<file path="src/rtl/core/bpe_pkg.sv">
// shared types, constants and helpers for the ball position extrapolator
package bpe_pkg;

  localparam int FRAC_BITS = 16;
  localparam int A_W       = 28;
  localparam int OUT_W     = 13;

  localparam logic signed [63:0] OUT_MAX = 64'sd4095;
  localparam logic signed [63:0] OUT_MIN = -64'sd4096;

  localparam logic [63:0] A_MAG_POS = 64'd134217727;
  localparam logic [63:0] A_MAG_NEG = 64'd134217728;

  localparam logic signed [A_W-1:0] A_MAX_Q = 28'sh7ffffff;
  localparam logic signed [A_W-1:0] A_MIN_Q = 28'sh8000000;
  localparam logic signed [A_W-1:0] A_ONE   = 28'sd65536;
  localparam logic signed [A_W-1:0] A_TINY  = 28'sd1;

  typedef enum logic [3:0] {
    S_IDLE, S_PREP, S_ADIV, S_ASET, S_BMUL, S_BSUB, S_MUL, S_SUM,
    S_Y, S_NUM, S_XGO, S_XDIV, S_XSET, S_DIST, S_CHK, S_DONE
  } state_t;

  typedef enum logic [3:0] {
    OP_NOP, OP_LOAD, OP_PREP, OP_ASET, OP_MUL, OP_BSUB, OP_SUM,
    OP_Y, OP_NUM, OP_XGO, OP_XSET, OP_DIST, OP_STEP, OP_OUT
  } op_t;

  typedef struct packed {
    op_t  op;
    logic div_go;
  } cmd_t;

  typedef struct packed {
    logic div_busy;
    logic dy_zero;
    logic far;
    logic last;
    logic out_full;
  } stat_t;

  function automatic logic signed [OUT_W-1:0] sat_out(input logic signed [63:0] v);
    logic signed [63:0] s;
    s = v;
    if (v > OUT_MAX) s = OUT_MAX;
    if (v < OUT_MIN) s = OUT_MIN;
    return OUT_W'(s);
  endfunction

endpackage

</file>
<file path="src/rtl/core/bpe_in_if.sv">
// object position channel: current and previous position plus lead distance
interface bpe_in_if #(parameter int COORD_BITS = 10) ();
  logic                  valid;
  logic                  ready;
  logic [COORD_BITS-1:0] cur_x;
  logic [COORD_BITS-1:0] cur_y;
  logic [COORD_BITS-1:0] prev_x;
  logic [COORD_BITS-1:0] prev_y;
  logic [COORD_BITS-1:0] lead_distance;

  modport source (output valid, cur_x, cur_y, prev_x, prev_y, lead_distance, input ready);
  modport sink (input valid, cur_x, cur_y, prev_x, prev_y, lead_distance, output ready);
endinterface

</file>
<file path="src/rtl/core/bpe_out_if.sv">
// predicted position channel
interface bpe_out_if import bpe_pkg::*; ();
  logic                    valid;
  logic                    ready;
  logic signed [OUT_W-1:0] pred_x;
  logic signed [OUT_W-1:0] pred_y;

  modport source (output valid, pred_x, pred_y, input ready);
  modport sink (input valid, pred_x, pred_y, output ready);
endinterface

</file>
<file path="src/rtl/core/ball_position_extrapolator.sv">
// top level: predicts a point along the line through two object positions
//
//   channel  role    payload
//   obj      sink    cur_x, cur_y, prev_x, prev_y, lead_distance
//   pred     source  pred_x, pred_y
//
// one transaction on obj gives one transaction on pred; items are handled one at a time
// setup forms the slope with the shared divider producing one quotient bit per cycle,
// and skips the divider when the y difference is zero
// each line step again uses the divider producing one quotient bit per cycle; its x
// quotient is XW = clog2(2**COORD_BITS + MAX_STEPS) + 1 bits wide, 12 by default
// an item takes up to MAX_STEPS + 1 line steps
// rst is synchronous; a finished result waits in the output register while the next
// transaction on obj is taken, and the next result stalls until that register is free
module ball_position_extrapolator import bpe_pkg::*; #(
  parameter int COORD_BITS = 10,
  parameter int MAX_STEPS  = 1024
) (
  input logic        clk,
  input logic        rst,
  bpe_in_if.sink     obj,
  bpe_out_if.source  pred
);

  cmd_t  cmd;
  stat_t stat;

  bpe_ctrl u_ctrl (
    .clk       (clk),
    .rst       (rst),
    .obj_valid (obj.valid),
    .obj_ready (obj.ready),
    .stat      (stat),
    .cmd       (cmd)
  );

  bpe_dp #(
    .COORD_BITS (COORD_BITS),
    .MAX_STEPS  (MAX_STEPS)
  ) u_dp (
    .clk           (clk),
    .rst           (rst),
    .cmd           (cmd),
    .stat          (stat),
    .cur_x         (obj.cur_x),
    .cur_y         (obj.cur_y),
    .prev_x        (obj.prev_x),
    .prev_y        (obj.prev_y),
    .lead_distance (obj.lead_distance),
    .pred_valid    (pred.valid),
    .pred_ready    (pred.ready),
    .pred_x        (pred.pred_x),
    .pred_y        (pred.pred_y)
  );

endmodule

</file>
<file path="src/rtl/core/bpe_div.sv">
// shared restoring divider on magnitudes, one quotient bit per cycle
module bpe_div #(
  parameter int DVW = 28,
  parameter int QM  = 26
) (
  input  logic                       clk,
  input  logic                       rst,
  input  logic                       start,
  input  logic [DVW+QM-1:0]          dividend,
  input  logic [DVW-1:0]             divisor,
  input  logic [$clog2(QM+1)-1:0]    iters,
  output logic                       busy,
  output logic [QM-1:0]              quot
);

  localparam int RW = DVW + QM;
  localparam int CW = $clog2(QM + 1);

  logic [RW-1:0] rem;
  logic [RW-1:0] dsh;
  logic [CW-1:0] cnt;
  logic          ge;

  assign ge = (rem >= dsh);

  always_ff @(posedge clk) begin
    if (rst) begin
      busy <= 1'b0;
      cnt  <= '0;
    end else if (start) begin
      busy <= 1'b1;
      cnt  <= iters;
    end else if (busy) begin
      cnt <= cnt - CW'(1);
      if (cnt == CW'(1)) begin
        busy <= 1'b0;
      end
    end
  end

  always_ff @(posedge clk) begin
    if (start) begin
      rem  <= dividend;
      dsh  <= RW'(divisor) << (iters - CW'(1));
      quot <= '0;
    end else if (busy) begin
      if (ge) begin
        rem <= rem - dsh;
      end
      dsh  <= dsh >> 1;
      quot <= {quot[QM-2:0], ge};
    end
  end

`ifndef NO_ASSERTIONS
  a_busy_count: assert property (@(posedge clk) disable iff (rst) busy |-> cnt != '0)
    else $error("divider busy with zero count");
`endif

endmodule

</file>
<file path="src/rtl/core/bpe_ctrl.sv">
// sequencer for setup, the stepping loop and result hand-off
module bpe_ctrl import bpe_pkg::*; (
  input  logic  clk,
  input  logic  rst,
  input  logic  obj_valid,
  output logic  obj_ready,
  input  stat_t stat,
  output cmd_t  cmd
);

  state_t state, state_next;

  always_ff @(posedge clk) begin
    if (rst) begin
      state <= S_IDLE;
    end else begin
      state <= state_next;
    end
  end

  always_comb begin
    state_next = state;
    case (state)
      S_IDLE: if (obj_valid) state_next = S_PREP;
      S_PREP: state_next = stat.dy_zero ? S_BMUL : S_ADIV;
      S_ADIV: if (!stat.div_busy) state_next = S_ASET;
      S_ASET: state_next = S_BMUL;
      S_BMUL: state_next = S_BSUB;
      S_BSUB: state_next = S_MUL;
      S_MUL:  state_next = S_SUM;
      S_SUM:  state_next = S_Y;
      S_Y:    state_next = S_NUM;
      S_NUM:  state_next = S_XGO;
      S_XGO:  state_next = S_XDIV;
      S_XDIV: if (!stat.div_busy) state_next = S_XSET;
      S_XSET: state_next = S_DIST;
      S_DIST: state_next = S_CHK;
      S_CHK:  state_next = (stat.far || stat.last) ? S_DONE : S_MUL;
      S_DONE: if (!stat.out_full) state_next = S_IDLE;
      default: state_next = S_IDLE;
    endcase
  end

  always_comb begin
    obj_ready  = 1'b0;
    cmd.op     = OP_NOP;
    cmd.div_go = 1'b0;
    case (state)
      S_IDLE: begin
        obj_ready = 1'b1;
        if (obj_valid) cmd.op = OP_LOAD;
      end
      S_PREP: begin
        cmd.op     = OP_PREP;
        cmd.div_go = !stat.dy_zero;
      end
      S_ASET: cmd.op = OP_ASET;
      S_BMUL: cmd.op = OP_MUL;
      S_BSUB: cmd.op = OP_BSUB;
      S_MUL:  cmd.op = OP_MUL;
      S_SUM:  cmd.op = OP_SUM;
      S_Y:    cmd.op = OP_Y;
      S_NUM:  cmd.op = OP_NUM;
      S_XGO: begin
        cmd.op     = OP_XGO;
        cmd.div_go = 1'b1;
      end
      S_XSET: cmd.op = OP_XSET;
      S_DIST: cmd.op = OP_DIST;
      S_CHK:  cmd.op = (stat.far || stat.last) ? OP_NOP : OP_STEP;
      S_DONE: cmd.op = stat.out_full ? OP_NOP : OP_OUT;
      default: cmd.op = OP_NOP;
    endcase
  end

endmodule

</file>
<file path="src/rtl/core/bpe_dp.sv">
// datapath: slope, intercept, line stepping, distance test, output register
module bpe_dp import bpe_pkg::*; #(
  parameter int COORD_BITS = 10,
  parameter int MAX_STEPS  = 1024
) (
  input  logic                    clk,
  input  logic                    rst,
  input  cmd_t                    cmd,
  output stat_t                   stat,
  input  logic [COORD_BITS-1:0]   cur_x,
  input  logic [COORD_BITS-1:0]   cur_y,
  input  logic [COORD_BITS-1:0]   prev_x,
  input  logic [COORD_BITS-1:0]   prev_y,
  input  logic [COORD_BITS-1:0]   lead_distance,
  output logic                    pred_valid,
  input  logic                    pred_ready,
  output logic signed [OUT_W-1:0] pred_x,
  output logic signed [OUT_W-1:0] pred_y
);

  localparam int C   = COORD_BITS;
  localparam int XW  = $clog2((1 << C) + MAX_STEPS) + 1;
  localparam int PW  = A_W + XW + 1;
  localparam int YW  = PW - FRAC_BITS;
  localparam int QA  = C + FRAC_BITS;
  localparam int QM  = (QA > XW) ? QA : XW;
  localparam int RW  = A_W + QM;
  localparam int CW  = $clog2(QM + 1);
  localparam int KW  = $clog2(MAX_STEPS + 1);

  logic [C-1:0]              cx, cy, lead;
  logic signed [C:0]         dx, dy;
  logic signed [A_W-1:0]     a;
  logic                      a_neg;
  logic                      dir_up;
  logic [2*C-1:0]            lim2;
  logic signed [XW-1:0]      xs;
  logic [KW-1:0]             k;
  logic signed [PW-1:0]      prod, b, acc, num;
  logic signed [YW-1:0]      y;
  logic signed [XW:0]        x;
  logic                      far;
  logic signed [OUT_W-1:0]   px_q, py_q;

  logic signed [C:0]         dx_eff;
  logic [C:0]                dx_mag, dy_mag;
  logic [A_W-1:0]            a_mag;
  logic [PW-1:0]             num_mag;
  logic signed [A_W+XW-1:0]  mul_c;
  logic                      rnd;
  logic signed [XW:0]        xq_pos;
  logic                      x_neg;
  logic [63:0]               q64;
  logic signed [XW+1:0]      ex;
  logic signed [YW:0]        ey;
  logic [XW+1:0]             ex_mag;
  logic [YW:0]               ey_mag;
  logic [2*C-1:0]            ex_sq, ey_sq;
  logic [2*C:0]              sq_sum;
  logic                      far_c;

  logic                      div_busy;
  logic [QM-1:0]             quot;
  logic [RW-1:0]             div_num;
  logic [A_W-1:0]            div_den;
  logic [CW-1:0]             div_iters;

  assign dx_eff  = (dx == '0) ? (C+1)'(1) : dx;
  assign dx_mag  = dx_eff[C] ? (C+1)'(-dx_eff) : (C+1)'(dx_eff);
  assign dy_mag  = dy[C] ? (C+1)'(-dy) : (C+1)'(dy);
  assign a_mag   = a[A_W-1] ? A_W'(-a) : A_W'(a);
  assign num_mag = num[PW-1] ? PW'(-num) : PW'(num);
  assign mul_c   = (A_W+XW)'(a) * (A_W+XW)'(xs);
  assign rnd     = acc[PW-1] && (acc[FRAC_BITS-1:0] != '0);
  assign xq_pos  = $signed({1'b0, quot[XW-1:0]});
  assign x_neg   = num[PW-1] ^ a[A_W-1];
  assign q64     = 64'(quot);

  // distance from the current point; an offset that clears the coordinate range counts as far
  assign ex      = (XW+2)'(x) - (XW+2)'($signed({1'b0, cx}));
  assign ey      = (YW+1)'(y) - (YW+1)'($signed({1'b0, cy}));
  assign ex_mag  = ex[XW+1] ? (XW+2)'(-ex) : (XW+2)'(ex);
  assign ey_mag  = ey[YW] ? (YW+1)'(-ey) : (YW+1)'(ey);
  assign ex_sq   = (2*C)'(ex_mag[C-1:0]) * (2*C)'(ex_mag[C-1:0]);
  assign ey_sq   = (2*C)'(ey_mag[C-1:0]) * (2*C)'(ey_mag[C-1:0]);
  assign sq_sum  = (2*C+1)'(ex_sq) + (2*C+1)'(ey_sq);
  assign far_c   = (ex_mag[XW+1:C] != '0) || (ey_mag[YW:C] != '0) ||
                   (sq_sum >= (2*C+1)'(lim2));

  always_comb begin
    case (cmd.op)
      OP_PREP: begin
        div_num   = RW'({dy_mag, {FRAC_BITS{1'b0}}});
        div_den   = A_W'(dx_mag);
        div_iters = CW'(QA);
      end
      default: begin
        div_num   = RW'(num_mag);
        div_den   = a_mag;
        div_iters = CW'(XW);
      end
    endcase
  end

  bpe_div #(
    .DVW (A_W),
    .QM  (QM)
  ) u_div (
    .clk      (clk),
    .rst      (rst),
    .start    (cmd.div_go),
    .dividend (div_num),
    .divisor  (div_den),
    .iters    (div_iters),
    .busy     (div_busy),
    .quot     (quot)
  );

  always_ff @(posedge clk) begin
    case (cmd.op)
      OP_LOAD: begin
        cx   <= cur_x;
        cy   <= cur_y;
        lead <= lead_distance;
        dx   <= $signed({1'b0, prev_x}) - $signed({1'b0, cur_x});
        dy   <= $signed({1'b0, prev_y}) - $signed({1'b0, cur_y});
        xs   <= XW'($signed({1'b0, cur_x}));
        k    <= '0;
      end
      OP_PREP: begin
        dir_up <= dx_eff[C];
        a_neg  <= dy[C] ^ dx_eff[C];
        lim2   <= (2*C)'(lead) * (2*C)'(lead);
        if (dy == '0) begin
          a <= A_ONE;
        end
      end
      OP_ASET: begin
        if (quot == '0) begin
          a <= A_TINY;
        end else if (a_neg) begin
          a <= (q64 > A_MAG_NEG) ? A_MIN_Q : -$signed(A_W'(quot));
        end else begin
          a <= (q64 > A_MAG_POS) ? A_MAX_Q : $signed(A_W'(quot));
        end
      end
      OP_MUL:  prod <= PW'(mul_c);
      OP_BSUB: b    <= $signed(PW'({cy, {FRAC_BITS{1'b0}}})) - prod;
      OP_SUM:  acc  <= prod + b;
      OP_Y:    y    <= $signed(acc[PW-1:FRAC_BITS] + YW'(rnd));
      OP_NUM:  num  <= $signed({y, {FRAC_BITS{1'b0}}}) - b;
      OP_XSET: x    <= x_neg ? -xq_pos : xq_pos;
      OP_DIST: far  <= far_c;
      OP_STEP: begin
        xs <= dir_up ? xs + XW'(1) : xs - XW'(1);
        k  <= k + KW'(1);
      end
      OP_OUT: begin
        px_q <= sat_out(64'(x));
        py_q <= sat_out(64'(y));
      end
      default: ;
    endcase
  end

  always_ff @(posedge clk) begin
    if (rst) begin
      pred_valid <= 1'b0;
    end else if (cmd.op == OP_OUT) begin
      pred_valid <= 1'b1;
    end else if (pred_ready) begin
      pred_valid <= 1'b0;
    end
  end

  assign pred_x        = px_q;
  assign pred_y        = py_q;
  assign stat.div_busy = div_busy;
  assign stat.dy_zero  = (dy == '0);
  assign stat.far      = far;
  assign stat.last     = (k == KW'(MAX_STEPS));
  assign stat.out_full = pred_valid;

`ifndef NO_ASSERTIONS
  a_div_idle: assert property (@(posedge clk) disable iff (rst) cmd.div_go |-> !div_busy)
    else $error("divider restarted while busy");
  a_out_free: assert property (@(posedge clk) disable iff (rst)
    (cmd.op == OP_OUT) |-> !pred_valid)
    else $error("result register overwritten");
  a_slope_set: assert property (@(posedge clk) disable iff (rst)
    (cmd.op == OP_SUM) |-> a != '0)
    else $error("zero slope in stepping loop");
`endif

endmodule
</file>
<file path="src/flat_wrapper.sv">
// flat-port wrapper written by rule: the top's interface ports become plain ports
module ball_position_extrapolator_flat import bpe_pkg::*;
#(
  parameter int COORD_BITS = 10,
  parameter int MAX_STEPS  = 1024
)
  (clk, rst, obj_valid, obj_cur_x, obj_cur_y, obj_prev_x, obj_prev_y, obj_lead_distance, obj_ready, pred_valid, pred_pred_x, pred_pred_y, pred_ready);
  bpe_in_if #(.COORD_BITS(COORD_BITS)) obj_i ();
  bpe_out_if pred_i ();
  input logic clk;
  input logic rst;
  input wire logic [$bits(obj_i.valid)-1:0] obj_valid;
  input wire logic [$bits(obj_i.cur_x)-1:0] obj_cur_x;
  input wire logic [$bits(obj_i.cur_y)-1:0] obj_cur_y;
  input wire logic [$bits(obj_i.prev_x)-1:0] obj_prev_x;
  input wire logic [$bits(obj_i.prev_y)-1:0] obj_prev_y;
  input wire logic [$bits(obj_i.lead_distance)-1:0] obj_lead_distance;
  output wire logic [$bits(obj_i.ready)-1:0] obj_ready;
  output wire logic [$bits(pred_i.valid)-1:0] pred_valid;
  output wire logic [$bits(pred_i.pred_x)-1:0] pred_pred_x;
  output wire logic [$bits(pred_i.pred_y)-1:0] pred_pred_y;
  input wire logic [$bits(pred_i.ready)-1:0] pred_ready;
  assign obj_i.valid = obj_valid;
  assign obj_i.cur_x = obj_cur_x;
  assign obj_i.cur_y = obj_cur_y;
  assign obj_i.prev_x = obj_prev_x;
  assign obj_i.prev_y = obj_prev_y;
  assign obj_i.lead_distance = obj_lead_distance;
  assign obj_ready = obj_i.ready;
  assign pred_valid = pred_i.valid;
  assign pred_pred_x = pred_i.pred_x;
  assign pred_pred_y = pred_i.pred_y;
  assign pred_i.ready = pred_ready;
  ball_position_extrapolator #(.COORD_BITS(COORD_BITS), .MAX_STEPS(MAX_STEPS)) u_core (.clk(clk), .rst(rst), .obj(obj_i), .pred(pred_i));
endmodule
</file>
<file path="config.mk">
export PLATFORM = sky130hd
export DESIGN_NAME = ball_position_extrapolator_flat
export DESIGN_NICKNAME = d
export VERILOG_FILES = /design/src/rtl/core/bpe_pkg.sv /design/src/rtl/core/bpe_in_if.sv /design/src/rtl/core/bpe_out_if.sv /design/src/rtl/core/ball_position_extrapolator.sv /design/src/rtl/core/bpe_div.sv /design/src/rtl/core/bpe_ctrl.sv /design/src/rtl/core/bpe_dp.sv /design/src/flat_wrapper.sv
export SDC_FILE = /design/constraint.sdc
export NUM_CORES = 2
export LEC_CHECK = 0
export BUFFER_PORTS_ARGS = -buffer_cell sky130_fd_sc_hd__buf_2
export CAP_MARGIN = 0
export CORE_MARGIN = 2
export CORE_UTILIZATION = 46
export DETAILED_ROUTE_END_ITERATION = 12
export GPL_TIMING_DRIVEN = 1
export PLACE_DENSITY = 0.59
export SLEW_MARGIN = 20
export SYNTH_ARGS = -nofsm -noshare
export SYNTH_HDL_FRONTEND = slang
export SYNTH_HIERARCHICAL = 1
export SYNTH_SLANG_ARGS = --single-unit
</file>
<file path="constraint.sdc">
create_clock -name clk -period 12.9 [get_ports clk]
set_clock_uncertainty 0.05 [all_clocks]
set_input_delay 2.58 -clock clk [delete_from_list [all_inputs] [get_ports clk]]
set_output_delay 2.58 -clock clk [all_outputs]
set_load 0.01 [all_outputs]
</file>
==> impl_metrics.py <==
metrics = {
    "final_layout": {
        "multi_input_area_sq_um": 35200,
        "diodes": 0,
        "nFillCells": 11000,
        "finalInstanceArea_sq_um": 57500,
        "post-route-util_pct": 49.7,
        "layout-drive-gt1-share_pct": 5.89,
        "area_growth_pct": 7.43,
        "regArea_sq_um": 14600,
        "fin_nets": 6674,
    },
    "worst_setup_path": {
        "crit_fanout": 6,
        "crit_required_ns": 13.26,
        "crit_family": "adder cells",
        "crit_path_start_kind": "flip-flop",
        "r2r_cells": 43,
        "crit_path_frequent_cell": "fa_1",
        "slowest_delay_ns": 0.55,
        "timing.critical_path.buf_inv": 7,
        "reg2reg_slack_ns": 0.84,
        "slowest_stage": "fa_1",
        "crit_type": "reg -> reg",
        "worstReg2RegEnd": "u_core/u_dp/far$_DFFE_PN_",
        "end_kind": "flip-flop",
        "crit_arrival_ns": 12.42,
        "reg2reg_from": "u_core/u_dp/y[0]$_DFFE_PN_",
    },
    "routing": {
        "wirelength_mm": 143,
        "drc": 0,
        "wl_per_cell_um": 19.7,
        "drt-initial-drc-count": 2695,
        "vias": 40000,
        "dr.pass1.iters": 6,
        "drtAntennaViolNets": 0,
        "viasPerCell": 5.49,
    },
    "timing": {
        "holdWs_ns": 0.397,
        "fin_crit_sh_pct": 93.5,
        "rsz0062_at_grt": "no",
        "max_freq_mhz": 82.9,
        "layout_min_cycle_time_ns": 12.06,
        "setup_viol": 0,
        "drv_slew": 0,
        "final-hold-violation-count": 0,
        "fin_tns_setup_ns": 0,
        "tightest_slew_ns": 1.07,
        "timing.slew.headroom_pct": 28.2,
    },
    "yosys": {
        "synthTopCellsByArea": "edfxtp_1 26%, fa_1 18%, ha_1 10%",
        "synth.avg_cell_area_sq_um": 9.32,
        "synth_cells": 5740,
        "ys_ff_latch": 497,
        "ys_types": 102,
        "synth_edf_count": 460,
        "synth_top_area_cell": "edfxtp_1",
        "synthesis.area_sq_um": 53500,
        "synth_warnings": 6,
        "async_flop_share_pct": 0,
        "ys.flop_type": "edfxtp_1",
        "synth_top_area_share_pct": 25.8,
        "synth-seq-area-share_pct": 27.2,
    },
    "clock_tree": {
        "cts.clk_slew.worst_paths_ns": 0.07,
        "h-tree-depth": 2,
        "cts_buffers": 59,
        "cts.sinks": 497,
        "ctsLongestPathBuffers": 3,
        "clock_latency_ns": 0.69,
        "tritoncts": "yes",
        "cts_root_buffer": "clkbuf_16",
    },
    "global_routing": {
        "grt_pass1_vias": 39800,
        "grt_overflow": 0,
        "antenna_found_initial": 2,
        "grt_max_degree": 177,
        "grt_util_all_layers_pct": 24.1,
        "grt_pass1_wl_mm": 227,
    },
    "place": {
        "hpwl_mm": 113,
        "placed_area_sq_um": 55400,
        "io_buffers": 81,
        "gp_congestion": 0.914,
    },
    "hold_path": {
        "hp-start": "u_core/u_dp/x[0]$_DFFE_PN_",
        "hold_class": "reg -> reg",
        "hold_end": "u_core/u_dp/pred_x[0]$_DFFE_PP_",
        "min_path_cells": 0,
    },
    "die": {
        "dieArea_sq_um": 119000,
        "row_count": 125,
        "core-area_sq_um": 116000,
        "start_util_pct": 46.2,
        "io_pins": 82,
        "die_w_um": 345,
        "die_y_um": 345,
    },
    "outcome": {
        "status": "complete, no violations",
    },
    "flow_run": {
        "maxCapViolCount": 0,
    },
}
-- cells in the mapped netlist (15+ instances only) --
cell,count
o21ai_0,234
and3_1,37
edfxtp_1,460
a211oi_1,25
a21o_1,126
nor2_1,412
or2_2,23
nand2b_1,101
dfxtp_1,37
a31oi_1,27
a21boi_0,15
nor2b_1,60
o22ai_1,31
o21bai_1,32
clkbuf_1,207
xnor2_1,268
nand4_1,40
nand2_1,601
or3_1,41
nor3_1,86
or4_1,24
o31ai_1,39
o41ai_1,19
mux4_2,21
and2_1,155
a21oi_1,264
o21a_1,43
xor2_1,204
inv_1,785
nor4_1,46
nand3_1,76
mux2i_1,54
fa_1,481
ha_1,428
-- layout make-up --
| cell class | count | area share [%] |
|---|---|---|
| flip-flops and latches | 497 | 25.3 |
| clock inverters | 39 | 0.690 |
| well taps | 1524 | 3.32 |
| multi-input cells | 4233 | 61.3 |
| inverters | 789 | 5.15 |
| repair buffers | 131 | 1.42 |
| clock buffers | 71 | 2.77 |
-- sequential cells by signal, indices dropped and copies added, names as in the netlist, 4 cells and up --
| signal | cells |
|---|---|
| u_core/u_dp/b | 41 |
| u_core/u_dp/cx | 10 |
| u_core/u_dp/u_div/dsh | 54 |
| u_core/u_ctrl/state | 4 |
| u_core/u_dp/u_div/cnt | 5 |
| u_core/u_dp/cy | 10 |
| u_core/u_dp/k | 11 |
| u_core/u_dp/x | 13 |
| u_core/u_dp/num | 41 |
| u_core/u_dp/dx | 11 |
| u_core/u_dp/pred_x | 13 |
| u_core/u_dp/lead | 10 |
| u_core/u_dp/acc | 41 |
| u_core/u_dp/xs | 12 |
| u_core/u_dp/u_div/quot | 26 |
| u_core/u_dp/u_div/rem | 54 |
| u_core/u_dp/lim2 | 19 |
| u_core/u_dp/y | 25 |
| u_core/u_dp/a | 28 |
| u_core/u_dp/prod | 40 |
| u_core/u_dp/dy | 11 |
| u_core/u_dp/pred_y | 13 |
-- metal layers --
metal / up-vias / wire, um / GRT usage (%)
met2: 999 / 68900 / 40.6
met4: 2 / 4590 / 7.62
met5: - / 12 / 0
met3: 213 / 7060 / 2.75
li1: 19200 / - / -
met1: 19600 / 62900 / 32.6
-- worst max-delay path by stage --
stage                               start                        end  slack, ns  depth (start not counted)
3_3_place_gp   u_core/u_dp/y[0]$_DFFE_PN_  u_core/u_dp/far$_DFFE_PN_       0.94                         42
4_1_cts        u_core/u_dp/y[0]$_DFFE_PN_  u_core/u_dp/far$_DFFE_PN_       0.77                         42
2_1_floorplan  u_core/u_dp/x[0]$_DFFE_PN_  u_core/u_dp/far$_DFFE_PN_       2.17                         43
3_5_place_dp   u_core/u_dp/y[0]$_DFFE_PN_  u_core/u_dp/far$_DFFE_PN_       0.82                         42
6_report       u_core/u_dp/y[0]$_DFFE_PN_  u_core/u_dp/far$_DFFE_PN_       0.84                         43
5_1_grt        u_core/u_dp/y[0]$_DFFE_PN_  u_core/u_dp/far$_DFFE_PN_       0.14                         43
-- metrics by stage --
stage                     setup slack, ns  cells
final                               0.842   7284
after floorplan                      2.17   5756
after detailed placement            0.819   7173
after global routing                0.137   7284
after CTS                           0.773   7283
after global placement              0.936   7173
-- logic make-up after synthesis --
group,count (synthesis),share of synthesized area [%]
AOI/OAI and AO/OA,994,11.9
xor gates and xnor gates,473,7.76
adders and majority gates,909,28.0
buffers and inverters,1026,7.27
DFF,497,27.2
muxes,89,2.19
other,2,0.0140
and+or+nand+nor,1750,15.6
-- placed cells by master, fill, tap and decap left out, types with 18 or more instances in the layout --
cell type,netlist,final
nand2_1,601,599
o21bai_1,32,32
ha_1,428,427
xor2_1,204,202
conb_1,2,18
or4_1,24,24
nor4_1,46,45
o41ai_1,19,19
nand3_1,76,76
a21oi_1,264,262
o21a_1,43,43
dfxtp_1,37,36
o31ai_1,39,36
clkbuf_16,0,61
fa_1,481,481
o21ai_0,234,231
mux4_2,21,21
nand2b_1,101,101
mux2i_1,54,54
a211oi_1,25,25
or3_1,41,41
edfxtp_1,460,460
or2_2,23,23
o22ai_1,31,31
nand4_1,40,40
nor2_1,412,407
a31oi_1,27,27
nor2b_1,60,60
nor3_1,86,82
buf_4,3,48
xnor2_1,268,267
a21o_1,126,126
inv_1,785,785
buf_2,14,81
and2_1,155,155
and3_1,37,37
-- timing repair --
action | 4_1_cts | 5_1_grt
setup endpoints to repair | 0 | 1
resized for setup | 0 | 3
hold buffers | 0 | 0
buffers inserted | 0 | 0
Power is left out: the tool's default activity adds up to more than one toggle a clock period on the data nets, which glitch-free logic cannot reach.
